==> config.mk <==
export PLATFORM = sky130hd
export DESIGN_NAME = pse_ram
export DESIGN_NICKNAME = d
export VERILOG_FILES = /design/src/hw/rtl/pse_ram.sv
export SDC_FILE = /design/constraint.sdc
export NUM_CORES = 2
export LEC_CHECK = 0
export ABC_AREA = 1
export BUFFER_PORTS_ARGS = -buffer_cell sky130_fd_sc_hd__buf_4
export CORE_ASPECT_RATIO = 0.6
export CORE_UTILIZATION = 35
export CTS_CLUSTER_DIAMETER = 40
export DETAILED_ROUTE_END_ITERATION = 8
export GPL_ROUTABILITY_DRIVEN = 0
export PLACE_DENSITY = 0.61
export SLEW_MARGIN = 40
export SYNTH_ARGS = -nofsm -noshare
export SYNTH_HDL_FRONTEND = slang
export SYNTH_SLANG_ARGS = --single-unit
==> constraint.sdc <==
create_clock -name i_clk -period 9.37 [get_ports i_clk]
set_input_delay 1.874 -clock i_clk [delete_from_list [all_inputs] [get_ports i_clk]]
set_output_delay 1.874 -clock i_clk [all_outputs]
set_load 0.005 [all_outputs]
==> src/hw/rtl/pse_ram.sv <==
module pse_ram #(
    parameter int WIDTH = 32,
    parameter int DEPTH = 64
) (
    input  logic                     i_clk,
    input  logic                     i_we,
    input  logic [$clog2(DEPTH)-1:0] i_waddr,
    input  logic [WIDTH-1:0]         i_wdata,
    input  logic [$clog2(DEPTH)-1:0] i_raddr,
    output logic [WIDTH-1:0]         o_rdata
);
    logic [WIDTH-1:0] r_mem [DEPTH];
    logic [WIDTH-1:0] r_rdata;

    always_ff @(posedge i_clk) begin
        if (i_we) r_mem[i_waddr] <= i_wdata;
        r_rdata <= r_mem[i_raddr];
    end
    assign o_rdata = r_rdata;
endmodule

==> impl_metrics.toml <==
[clock_network]
htreeDepth = 4
cts-root-buf = "clkbuf_16"
clock-sinks = 2080
clk_latency_ns = 0.84
ctsResizeCount = 0
clockBufferDepth = 4
cts_setup_buffers = 0
cts.clk_slew.worst_paths_ns = 0.07
cts_hold_buf = 0
cts-buffers-inserted = 189
cts_tree = "built"

[timing]
final-setup-viol-count = 0
maxSlewViolCount = 0
fin_crit_ns = 4.54
rsz0062_at_grt = "no"
slew_headroom = 0.356
finalCritPeriodShare = 0.484
fin_skew_ns = 0.0743
setup_tns_ns = 0
worst_pin_slew_ns = 0.966
max_freq_mhz = 220
hold_viol_final = 0

[yosys]
async_flop_share = 0
synth-main-ff-cell = "edfxtp_1"
synth_cells = 6769
synth_area_leaders = "edfxtp_1 74%, nand3_1 12%, nand2_1 10%"
syn_avg_cell_area_sq_um = 12.2
synth_cell_types = 16
yosysTopAreaCellShare = 0.743
synth.yosys.seq_area_share = 0.751
synth-seq-cells = 2080
yosysWarningCount = 0
synth_nets = 6815
yosysTopAreaCell = "edfxtp_1"
synth-edff-count = 2048
synth_area_sq_um = 82700
synth_commonest_cells = "2248 x nand2_1, 2048 x edfxtp_1, 1907 x nand3_1, 282 x buf_2, 77 x clkbuf_1"
yosysMostFrequentCell = "nand2_1"

[drt]
wl_per_cell_um = 25.7
detail-route-antenna-nets = 0
met3_length_mm = 31.0
first_pass_iters = 6
remaining_drc_errors = 0
routed_via_density = 5.48
drt_iter0_drc = 8891
wl_met2_mm = 108
met1_length_mm = 112
wirelength_mm = 256
top_layer = "met5"
vias = 54720

[placed_design]
dpl.cell_count = 9641
dpl.hpwl_mm = 136
portBuffers = 77
placed_area_sq_um = 86700

[worst_setup_path]
critical_path_class = "in -> reg"
cp-start-kind = "input port"
rr_endpoint = "o_rdata[17]"
crit_required_ns = 10.10
slowest_stage = "buf_4"
slowest_delay_ns = 0.61
endpoint_kind = "flip-flop"
rr_worst_depth = 8
crit_chain = "buf_8 -> buf_4 -> buf_12 -> buf_16 -> nand3_1 -> nand3_1 -> nand3_1 -> nand3_1 -> nand2_1 -> nand2_1 -> nand2_1"
path_max_fanout = 103
path_buf_inv = 4
r2r_start = "r_mem[55][17]"
r2r_slack_ns = 7.43
critPathTopFamily = "buffers and inverters"
cp_common_cell = "nand3_1"
crit_arrival_ns = 5.26

[status]
status = "finished clean"

[min_path]
min_delay_path_depth = 8
hp-start = "r_mem[26][22]"
min_path_type = "reg -> reg"
hold_end = "o_rdata[22]"

[final_layout]
area_delta_synth_final_pct = 12.2
register_area_sq_um = 62100
multi_input_area_sq_um = 18800
finish.utilization = 0.397
layout.nets = 6760
stdcell_count = 9983
fillers = 21696
fin_area_sq_um = 92900
drive_above_1_share = 0.0784

[flow_run]
drv_cap = 0

[global_route]
grt_max_degree = 184
grt_pass1_vias = 50011
grt-ovfl-total = 0
antenna_found_initial = 14
grt_pass1_wl_mm = 366
grtUsageTotal = 0.209

[power]
power_density_nw_per_um2 = 207
p_leak_nw = 31.9
peakVddDrop_mv = 0.157

[die]
ios = 78
dieArea_sq_um = 238000
dieWidth_um = 630
start_util = 0.354
die_h_um = 379
core-area_sq_um = 234000
rows = 137
==> power by group <==
group | internal [mW] | total [mW] | switching [mW]
clock network | 4.23 | 7.68 | 3.45
logic | 0.280 | 1.19 | 0.910
registers | 10.3 | 10.3 | 0.0548
==> final cells by class <==
type                       count  share of cell area
inverter                      12            0.000889
timing repair buffer         203              0.0216
tap                         3127              0.0421
multi-input combinational   4228               0.202
sequential                  2080               0.669
clock inverter                83             0.00892
clock buffer                 247              0.0547
antenna                        3           0.0000808
==> stage by stage <==
step                hold slack (ns)  total power [mW]  setup WS, ns
finish                        0.799              19.2          4.83
global route                  0.876              19.7          4.80
CTS                           0.802              19.3          5.02
detailed placement            0.788              11.7          4.15
global placement              0.781              11.7          4.11
floorplan                     0.721              11.1          3.37
==> worst max path at each step <==
stage,from,endpoint,slack [ns],cells past startpoint
final,i_raddr[1],o_rdata[29],4.83,11
after global routing,i_raddr[1],o_rdata[8],4.80,11
after CTS,i_raddr[1],o_rdata[8],5.02,11
after detailed placement,i_raddr[1],o_rdata[8],4.15,11
after global placement,i_raddr[0],o_rdata[25],4.11,11
after floorplan,i_we,r_mem[48][0],3.37,3
==> layout by cell type, fill, tap and decap left out, types with 25 or more instances in the layout <==
cell       instances
nand2_1         2248
edfxtp_1        2048
nand3_1         1900
clkbuf_16        192
buf_4            161
nor2_4            56
clkbuf_1          47
dfxtp_1           32
clkinv_1          26
clkinv_2          25
==> flip-flops by register name, summed over array words and instances (netlist names) <==
register and flops:
o_rdata 32, r_mem 2048
==> routing by layer <==
metal,global-route usage,vias to the layer above
li1,-,23995
met1,0.320,27077
met2,0.300,3281
met3,0.0480,361
met4,0.0471,6
met5,0,-
==> cell families after synthesis <==
group,count (synthesis),share of synthesized area
simple gates,4228,0.221
buf+inv,461,0.0278
flops,2080,0.751
==> worst register-to-register path, stage by stage (launching register included) <==
cell and delay [ns]:
edfxtp_1 0.37, nand2_1 0.08, nand3_1 0.09, nand3_1 0.15, nand3_1 0.12, nand3_1 0.33, nand2_1 0.17, nand2_1 0.40
nand2_1 0.12
Power figures use the tool's default switching activity.
