## config.mk

```make
export PLATFORM = sky130hd
export DESIGN_NAME = pse_div
export DESIGN_NICKNAME = d
export VERILOG_FILES = /design/src/hw/rtl/pse_pkg.sv /design/src/hw/rtl/pse_div.sv
export SDC_FILE = /design/constraint.sdc
export NUM_CORES = 1
export LEC_CHECK = 0
export ABC_AREA = 1
export BUFFER_PORTS_ARGS = -buffer_cell sky130_fd_sc_hd__buf_4
export CAP_MARGIN = 20
export CELL_PAD_IN_SITES_DETAIL_PLACEMENT = 1
export CELL_PAD_IN_SITES_GLOBAL_PLACEMENT = 1
export CORE_ASPECT_RATIO = 1.75
export CORE_UTILIZATION = 35
export DETAILED_ROUTE_END_ITERATION = 10
export GPL_TIMING_DRIVEN = 0
export PLACE_DENSITY_LB_ADDON = 0.08
export SLEW_MARGIN = 30
export SYNTH_ARGS = -nofsm -noshare
export SYNTH_HDL_FRONTEND = slang
export SYNTH_SLANG_ARGS = --single-unit
```

## constraint.sdc

```tcl
create_clock -name i_clk -period 4.1 [get_ports i_clk]
set_input_delay 0.205 -clock i_clk [delete_from_list [all_inputs] [get_ports i_clk]]
set_output_delay 0.205 -clock i_clk [all_outputs]
set_load 0.01 [all_outputs]
```

## src/hw/rtl/pse_pkg.sv

```systemverilog
package pse_pkg;
    localparam int STACK_DEPTH = 64;
    localparam int ADDR_W      = $clog2(STACK_DEPTH);
    localparam int CNT_W       = $clog2(STACK_DEPTH + 1);

    localparam logic [1:0] OP_PUSH     = 2'd0;
    localparam logic [1:0] OP_APPLY    = 2'd1;
    localparam logic [1:0] OP_FINISH   = 2'd2;
    localparam logic [1:0] OP_RESERVED = 2'd3;

    localparam logic [7:0] CH_ADD = 8'h2B;
    localparam logic [7:0] CH_SUB = 8'h2D;
    localparam logic [7:0] CH_MUL = 8'h2A;
    localparam logic [7:0] CH_DIV = 8'h2F;

    localparam logic [2:0] ST_OK        = 3'd0;
    localparam logic [2:0] ST_UNDERFLOW = 3'd1;
    localparam logic [2:0] ST_DIV_ZERO  = 3'd2;
    localparam logic [2:0] ST_BAD_OP    = 3'd3;
    localparam logic [2:0] ST_OVERFLOW  = 3'd4;
    localparam logic [2:0] ST_EMPTY_FIN = 3'd5;

    localparam logic signed [63:0] Q_MAX = 64'sd2147483647;
    localparam logic signed [63:0] Q_MIN = -64'sd2147483648;

    function automatic logic [31:0] sat32(input logic signed [63:0] v);
        logic [31:0] r;
        begin
            if (v > Q_MAX)      r = 32'h7FFF_FFFF;
            else if (v < Q_MIN) r = 32'h8000_0000;
            else                r = v[31:0];
            return r;
        end
    endfunction
endpackage

```

## src/hw/rtl/pse_div.sv

```systemverilog
// signed restoring divider, 48-bit dividend, one quotient bit per cycle
module pse_div
    import pse_pkg::*;
(
    input  logic                i_clk,
    input  logic                i_rst_n,
    input  logic                i_start,
    input  logic signed [31:0]  i_num,
    input  logic signed [31:0]  i_den,
    output logic                o_done,
    output logic signed [63:0]  o_quot
);
    logic        r_busy;
    logic [5:0]  r_cnt;
    logic [47:0] r_q;
    logic [32:0] r_rem;
    logic [31:0] r_den;
    logic        r_neg;
    logic        r_done;
    logic [33:0] trial;
    logic [32:0] shifted;

    assign shifted = {r_rem[31:0], r_q[47]};
    assign trial   = {1'b0, shifted} - {2'b0, r_den};

    always_ff @(posedge i_clk) begin
        if (!i_rst_n) begin
            r_busy <= 1'b0;
            r_done <= 1'b0;
        end else begin
            r_done <= r_busy && (r_cnt == 6'd0);
            if (i_start) begin
                r_busy <= 1'b1;
                r_cnt  <= 6'd47;
                r_q    <= {(i_num[31] ? 32'(-i_num) : 32'(i_num)), 16'h0};
                r_rem  <= '0;
                r_den  <= i_den[31] ? 32'(-i_den) : 32'(i_den);
                r_neg  <= i_num[31] ^ i_den[31];
            end else if (r_busy) begin
                if (!trial[33]) begin
                    r_rem <= trial[32:0];
                    r_q   <= {r_q[46:0], 1'b1};
                end else begin
                    r_rem <= shifted;
                    r_q   <= {r_q[46:0], 1'b0};
                end
                r_busy <= (r_cnt != 6'd0);
                r_cnt  <= r_cnt - 6'd1;
            end
        end
    end

    assign o_done = r_done;
    assign o_quot = r_neg ? -$signed({16'h0, r_q}) : $signed({16'h0, r_q});
endmodule

```

==> run metrics, run 1 <==
Via Count 10949; post-layout util 42.3%; postcts setup bufs 0; f_max around 0.29 GHz; status complete, no violations; Root Buffer clkbuf_16; minimum clock period 3.42 ns; CTS tree yes; Worst-Skew Late Latency between 0.4 and 0.5 ns; Simple-Gate Fraction of Synth Area 37.4%; grt ovf 0; highest-count cells in the layout ignoring fill and taps nand2_1, inv_1, nor2_1; Metal-1 WL 13.7 mm; post-synthesis compound-gate area fraction 5.90%; DRC Markers 0; Setup crit end kind flip-flop; crit-path max FO 10; overall power 4.98 mW; area grow syn2layout 19.0%; Yosys reg bits 121; Max Slew Vio Count 0; PwrDens 383 nW/um2; setup TNS 0 ns; Max Used Layer met4; drt pass-1 iters 5; RSZ-0062 raised after global routing false; Slew HR 39.0%; Clock Skew 0.00963 ns; # rows 85; DR WL met3 approximately 780 um; final wirelength 40.4 mm; Die W roughly 140 um; vias in the first global route approximately 12000; layout cells sized above 1 between 10% and 20%; drt first-iter violations around 360; Layout Nets approximately 1900; first-pass GRT wire length 62.4 mm; GP Congestion 0.901; Crit Path Class reg -> reg; adder-cell share of the synthesized area 4.31%; Mean Syn Cell Area 6.67 um2; Routed Antenna Nets 0; number of port buffers 131; Core Box Area ~30000 um2; Hold WC Path Type in -> reg; register area share after synthesis 33.1%; post-synth cell types 45; proportion of synthesized area in mux cells 0%; placed cell area ~12000 um2; clock buffer count from CTS 17; drt wl/cell 18.4 um; initial antenna violation count 0; Die H 236 um; most common cell after layout, fill and taps aside nand2_1; startpoint types flip-flop; Synth Warn # 0; Synth Cell Area 10900 um2; Antenna Cells 0; WP data arrival 3.62 ns; Most used DFF post-synth edfxtp_1; Vias/cell about 5; xor/xnor share of the synthesized area between 8 and 9%; post-route cell area roughly 13000 um2; Clock Sink Count 121; Clock Path Buffers 2; DP HPWL around 34 mm; ys async rst share 0%; final setup fails 0; Die ar. 32000 um2; total track usage 26.3%; initial core utilization roughly 36%; P_leak 6.38 nW; syn nets 1741; met2 WL post-DR 23.3 mm; CP required 4.30 ns; Worst Tran Pin Value 0.915 ns; Hold Vio Cnt, Final 0; VDD IR max 309 uV; largest family of logic cells by synthesized area simple AND/OR/NAND/NOR gates; synthesized instance count 1637; clk slew on worst S/H paths 0.06 ns; Max-Cap Viols 0; EDFF count, synth 119; period utilization about 83%; num ports 132; H-Tree Depth 4; pin count of the biggest net entering global routing 46
-- cell families (layout without fill, tap and decap cells) --
family / after synthesis / after routing
AOI/OAI and AO/OA: 119 / 119
xor gates and xnor gates: 101 / 101
adders and majority gates: 37 / 37
buffers and inverters: 314 / 479
DFF: 121 / 121
and+or+nand+nor: 945 / 945
-- area by class of cell --
class,count,area [um2]
fill,4012,17700
clock inverter,14,133
timing repair buffer,133,1020
tap,391,489
multi-input combinational,1202,6100
sequential,121,3610
buffer,33,163
clock buffer,18,429
inverter,281,1060
-- synthesized netlist by cell type (15+ instances only) --
library cell / number / area, um2
inv_1: 273 / 1020
nand2_1: 499 / 1870
ha_1: 36 / 450
o21ai_0: 67 / 335
nor2_1: 216 / 811
clkbuf_1: 22 / 82.6
xnor2_1: 15 / 131
nand3_1: 90 / 450
a21oi_1: 29 / 145
xor2_1: 86 / 753
nor2_2: 17 / 106
nor3_1: 27 / 135
edfxtp_1: 119 / 3570
nand3b_1: 23 / 173
nand4_1: 36 / 225
-- registers in the layout (all words and copies together) (netlist names) --
name	cells
o_done	1
r_busy	1
r_cnt	6
r_den	32
r_neg	1
r_q	48
r_rem	32
-- power breakdown --
group	switching [mW]	internal [mW]	leakage, nW
logic	1.20	0.654	4.94
registers	0.0987	1.54	1.16
clock network	0.597	0.884	0.272
total	1.90	3.08	6.38
-- timing repair --
item	in CTS	in global routing
hold buffers	1	0
endpoints found under the hold margin	1	0
resized for setup	0	0
-- per-stage QoR --
step	hold WS, ns	setup slack (ns)	cells
floorplan	0.304	1.23	1637
global placement	0.413	-0.495	2159
detailed placement	0.413	0.588	2160
CTS	0.0373	0.553	2193
global route	0.0648	0.370	2193
finish	0.0605	0.679	2193
-- routing by layer --
metal	vias to the layer above	global-route usage (%)
li1	5462	-
met1	5178	23.1
met2	213	54.0
met3	96	2.71
met4	0	16.6
met5	-	0
-- critical path: stages, from the launching register on --
cell and delay, ns:
edfxtp_1 0.44, inv_1 0.11, clkbuf_1 0.46, ha_1 0.25, inv_1 0.09, fa_1 0.46, nand3_1 0.11, nand3_1 0.23
nand2_1 0.13, nand2_1 0.16, nand2_1 0.10, nand2_1 0.13, nand2_1 0.14, nand2_1 0.06, nand2_1 0.07, nand3_1 0.10
nand2_1 0.09, inv_1 0.03
-- final timing paths --
kind	start	to	slack, ns	cells after the start
worst max register to register	r_q[47]	r_rem[28]	0.68	17
worst min register to register	r_cnt[5]	o_done	0.51	1
worst min-delay path	i_den[19]	r_den[19]	0.06	3
worst max-delay path	r_q[47]	r_rem[28]	0.68	17
No activity file was read; power rests on OpenSTA's default activity.
==> run 2: changes to the inputs <==
- clock period: 4.1 -> 3.3 ns (I/O delays scaled with it)
==> run 2 against run 1 <==
- critical endpoint is now o_quot[36]
- die area stayed put
- combinational power is 24% higher
- hold slack lost 0.035 ns
- flip-flop and latch count unchanged
- global-route usage about the same
- sequential share of layout area is essentially flat
==> run metrics, run 2 (synthesis results as in run 1) <==
most common cell after layout, fill and taps aside nand2_1; Worst-Skew Late Latency 0.44 ns; startpoint types flip-flop; clock buffer count from CTS 17; initial core utilization 35.5%; Hold Startpoint i_den[27]; Crit Path Class reg -> out; CTS tree yes; total track usage a little over a quarter; drt pass-1 iters 4; P_leak 6.38 nW; Via Count 10927; Worst Tran Pin Value 0.932 ns; Die H 236 um; Vias/cell between 4 and 5; Slew HR 37.9%; slowest cell on the critical path edfxtp_1; Most flops, register r_q; Hold WC Path Type in -> reg; Die W 136 um; Worst path max stage delay 0.43 ns; Core Box Area roughly 31000 um2; post-layout util 42.4%; Antenna Cells 0; highest-count cells in the layout ignoring fill and taps nand2_1, inv_1, nor2_1; vias in the first global route between 10000 and 15000; grt ovf 0; drt first-iter violations 386; PwrDens 475 nW/um2; initial antenna violation count 0; Die ar. between 30000 and 40000 um2; CP delay by family, top simple AND/OR/NAND/NOR gates; Setup crit end kind output pin; H-Tree Depth 4; final wirelength 40.5 mm; clk slew on worst S/H paths 0.06 ns; crit path cell chain inv_1, ha_1, nand3_2, nor2_1, nand2_1, inv_1, nand2_1, nor3_1, nand3_1, nand2_1, nand2_1, nand2_1, buf_4; Clock Skew just under 0.01 ns; fillers 4007; CP required 3.13 ns; Routed Antenna Nets 0; status complete, no violations; Buf/Inv on CP 3; minimum clock period 3.04 ns; crit-path max FO 6; Max-Cap Viols 0; first-pass GRT wire length roughly 62 mm; drt wl/cell 18.4 um; footprint of the multi-input gates roughly 6100 um2; period utilization just over 90%; Root Buffer clkbuf_16; DP HPWL ~34 mm; DRC Markers 0; CP dominant cell by count nand2_1; Critical R2R Launch r_q[47]; Max Slew Vio Count 0; FF-to-FF setup slack between 0.3 and 0.4 ns; Worst setup startpoint r_q[0]; final setup fails 0; pin count of the biggest net entering global routing 46; WP data arrival 2.88 ns; # rows 85; number of flip-flops in the largest register 48; num ports 132; Hold Slack between 0.02 and 0.03 ns; register area 3610 um2; RSZ-0062 raised after global routing false; GP Congestion 0.901; area grow syn2layout 19.2%; Clock Path Buffers 2; Layout Nets 1894; VDD IR max 384 uV; number of port buffers 131; layout cells sized above 1 about an eighth; f_max 0.329 GHz; biggest regs r_q: 48 flops, r_den: 32 flops, r_rem: 32 flops; Clock Sink Count 121; Hold Vio Cnt, Final 0
-- run 2: cell types whose count changed in the layout (fill, tap and decap cells not counted), sizes merged --
cell and delta:
buf +1, clkbuf -1, clkinvlp +1, dlygate4sd3 +1
inv -1
-- run 2: cell type report --
type                       count  share of cell area, %
multi-input combinational   1202                   46.8
sequential                   121                   27.7
inverter                     281                   8.17
timing repair buffer         135                   7.97
tap                          391                   3.76
clock buffer                  18                   3.30
buffer                        32                   1.22
clock inverter                14                   1.02
-- run 2: path summary, 6_finish.rpt --
path / end / cells past startpoint
max: o_quot[36] / 13
min: r_den[27] / 3
max reg2reg: r_rem[28] / 16
min reg2reg: o_done / 1
-- run 2: report_power, final --
group | internal (mW) | switching (mW)
clock | 1.10 | 0.741
combinational | 0.814 | 1.50
sequential | 1.92 | 0.123
-- run 2: metrics by stage --
step / power [mW] / std cells / area [um2] / worst slack, ns / TNS, ns
global route: 6.57 / 2194 / 13000 / 0.0580 / 0
CTS: 6.26 / 2193 / 13000 / 0.113 / 0
global placement: 4.35 / 2159 / 12400 / -1.25 / -106.69
detailed placement: 4.40 / 2160 / 12400 / -0.212 / -0.459
floorplan: 3.53 / 1637 / 10900 / 0.475 / 0
finish: 6.19 / 2194 / 13000 / 0.257 / 0
-- run 2: timing repair --
action | 4_1_cts | 5_1_grt
endpoints found under the setup margin | 6 | 1
buffers inserted | 0 | 1
pin swaps | 0 | 0
resized for setup | 1 | 0
hold endpoints to repair | 2 | 0
hold buffers | 2 | 0
-- run 2: layer usage --
layer	global-route usage [%]	share of wire, %
met1	23.1	34
met3	2.71	2.2
met2	54.1	58
met4	16.3	6.0
met5	0	0
-- run 2: tightest hold or removal path: cells and delay by family --
kind / cells / cell delay, ns
buffers and inverters: 1 / 0.09
and+or+nand+nor: 2 / 0.09
==> run 3: changes to the inputs <==
- ABC_AREA: 1 -> unset
==> run 3 against run 2 <==
- the flow now finishes with violations (setup timing)
- routed wire length is 31% lower
- sequential power is 4% lower
- non-clock buffer count is 36 higher
- largest cell class unchanged
- maximum frequency is 23% lower
- clock skew is 0.0027 ns higher
- final cell count is 34% lower
- first-iteration DRC count is 38% lower
==> run metrics, run 3 <==
Worst-Skew Late Latency 0.43 ns; CP dominant cell by count or3_4; DRC Markers 0; Mean Syn Cell Area just over 9 um2; EDFF count, synth 119; syn nets 1059; final setup fails 33; num ports between 100 and 150; Setup crit end kind output pin; RSZ-0062 raised after global routing true; Max Slew Vio Count 0; minimum clock period 3.98 ns; Via Count slightly below 8000; Most flops, register r_q; pin count of the biggest net entering global routing 43; Vias/cell 5.40; cell with the most instances after synthesis edfxtp_1; Antenna Cells 0; synthesized instance count around 960; final wirelength 27.9 mm; highest-count cells in the layout ignoring fill and taps buf_4, edfxtp_1, nand2_1; CP required 3.13 ns; Simple-Gate Fraction of Synth Area 16.5%; Clock Skew approximately 0.013 ns; largest family of logic cells by synthesized area compound AO/OA/AOI/OAI gates; initial antenna violation count 0; post-synthesis compound-gate area fraction 19.3%; CTS tree yes; clock buffer count from CTS 17; vias in the first global route 8365; Die W 122 um; initial core utilization 35.9%; area leader, netlist edfxtp_1; VDD IR max 367 uV; status finished, violations left; Max-Cap Viols 0; Buf/Inv on CP 2; WP data arrival 3.81 ns; f_max 0.251 GHz; Slew HR 34.4%; crit path cell chain or4_4, or3_4, or3_4, or4_4, or3_4, or2_4, buf_8, o21ai_4, xnor2_2, buf_4; xor/xnor share of the synthesized area 12.8%; Worst Tran Pin Value 0.985 ns; H-Tree Depth 4; first-pass GRT wire length approximately 44 mm; Post-synth top cells edfxtp_1, nand2_1, xnor2_1; most common cell after layout, fill and taps aside buf_4; slowest cell on the critical path or4_4; drt pass-1 iters 4; layout cells sized above 1 24.2%; area grow syn2layout 30.1%; PwrDens 474 nW/um2; Hold Vio Cnt, Final 0; clk slew on worst S/H paths 0.07 ns; Yosys reg bits approximately 120; number of port buffers approximately 130; Crit Path Class reg -> out; Hold WC Path Type in -> reg; proportion of synthesized area in mux cells 1.10%; Synth Warn # 0; CP delay by family, top simple AND/OR/NAND/NOR gates; Routed Antenna Nets 0; Die ar. 26000 um2; ys async rst share 0%; final worst slack -0.676 ns; Layout Nets 1238; Core Box Area 24700 um2; drt wl/cell approximately 19 um; P_leak 4.35 nW; startpoint types flip-flop; total track usage 22.1%; Clock Path Buffers 2; violated checks setup timing; footprint of the multi-input gates 5250 um2; number of flip-flops in the largest register 48; GP Congestion 0.849; area share of the largest cell type after synthesis between 40% and 50%; Most used DFF post-synth edfxtp_1; Place WS -0.976 ns; Synth area leaders edfxtp_1, xnor2_1, ha_1, a21oi_1, xor2_1; adder-cell share of the synthesized area approximately 5.3%; Synth Cell Area 8870 um2; crit-path max FO 10; DP HPWL 21.6 mm; Die H roughly 210 um; register area 3610 um2; Worst path max stage delay 0.56 ns; drt first-iter violations ~240; Clock Sink Count between 100 and 150; # rows 76; grt ovf 0; post-synth cell types 63; fillers 2845; period utilization 120%; Root Buffer clkbuf_16; biggest regs r_q: 48 flops, r_den: 32 flops, r_rem: 32 flops; register area share after synthesis between 40% and 50%; setup TNS -16.71 ns
run 3: layout make-up:
type | count | share of cell area [%]
Sequential cell | 121 | 31.3
Tap cell | 312 | 3.38
Inverter | 53 | 1.72
Clock inverter | 15 | 1.32
Timing Repair Buffer | 166 | 11.5
Clock buffer | 17 | 3.69
Multi-Input combinational cell | 738 | 45.5
Buffer | 37 | 1.55
run 3: stage by stage:
step                      area, um2  util (%)  power, mW  hold WS [ns]  std cells
final                         11500      46.6       5.47        0.0347       1459
after global routing          11500      46.6       5.74        0.0302       1459
after CTS                     11300      45.8       5.48        0.0170       1451
after detailed placement      10400      41.9       3.55         0.371       1399
after global placement        10300      41.6       3.52         0.373       1396
after floorplan                8920         -       2.96         0.264        955
run 3: repair_timing:
action	4_1_cts	5_1_grt
setup buffers	23	9
gates resized for setup	56	37
hold buffers	2	0
hold endpoints to repair	3	0
endpoints found under the setup margin	71	65
pin swaps	14	17
run 3: routing by layer:
| layer | track usage [%] | up-vias | part of all wire [%] |
|---|---|---|---|
| met1 | 22.3 | 3834 | 38 |
| li1 | - | 3843 | - |
| met2 | 43.7 | 163 | 57 |
| met3 | 2.52 | 39 | 2.6 |
| met4 | 9.59 | 0 | 2.6 |
| met5 | 0 | - | 0 |
run 3: logic make-up (layout without fill, tap and decap cells):
group                      after synthesis  after routing
xor gates and xnor gates               130            130
adders and majority gates               37             37
and+or+nand+nor                        299            299
muxes                                    9              9
AOI/OAI and AO/OA                      263            263
DFF                                    121            121
buffers and inverters                   96            288
run 3: worst paths after layout:
kind | end | slack, ns | startpoint | cells past startpoint
setup / recovery | o_quot[47] | -0.68 | r_q[10] | 10
hold / removal | r_den[19] | 0.03 | i_den[19] | 2
setup reg to reg | r_rem[22] | 0.12 | r_q[47] | 13
hold reg to reg | o_done | 0.47 | r_busy | 2
run 3: power by group:
part	switching [mW]	total [mW]	internal (mW)
sequential	0.0918	1.95	1.86
clock	0.731	1.84	1.11
combinational	0.941	1.68	0.737
total	1.76	5.47	3.71
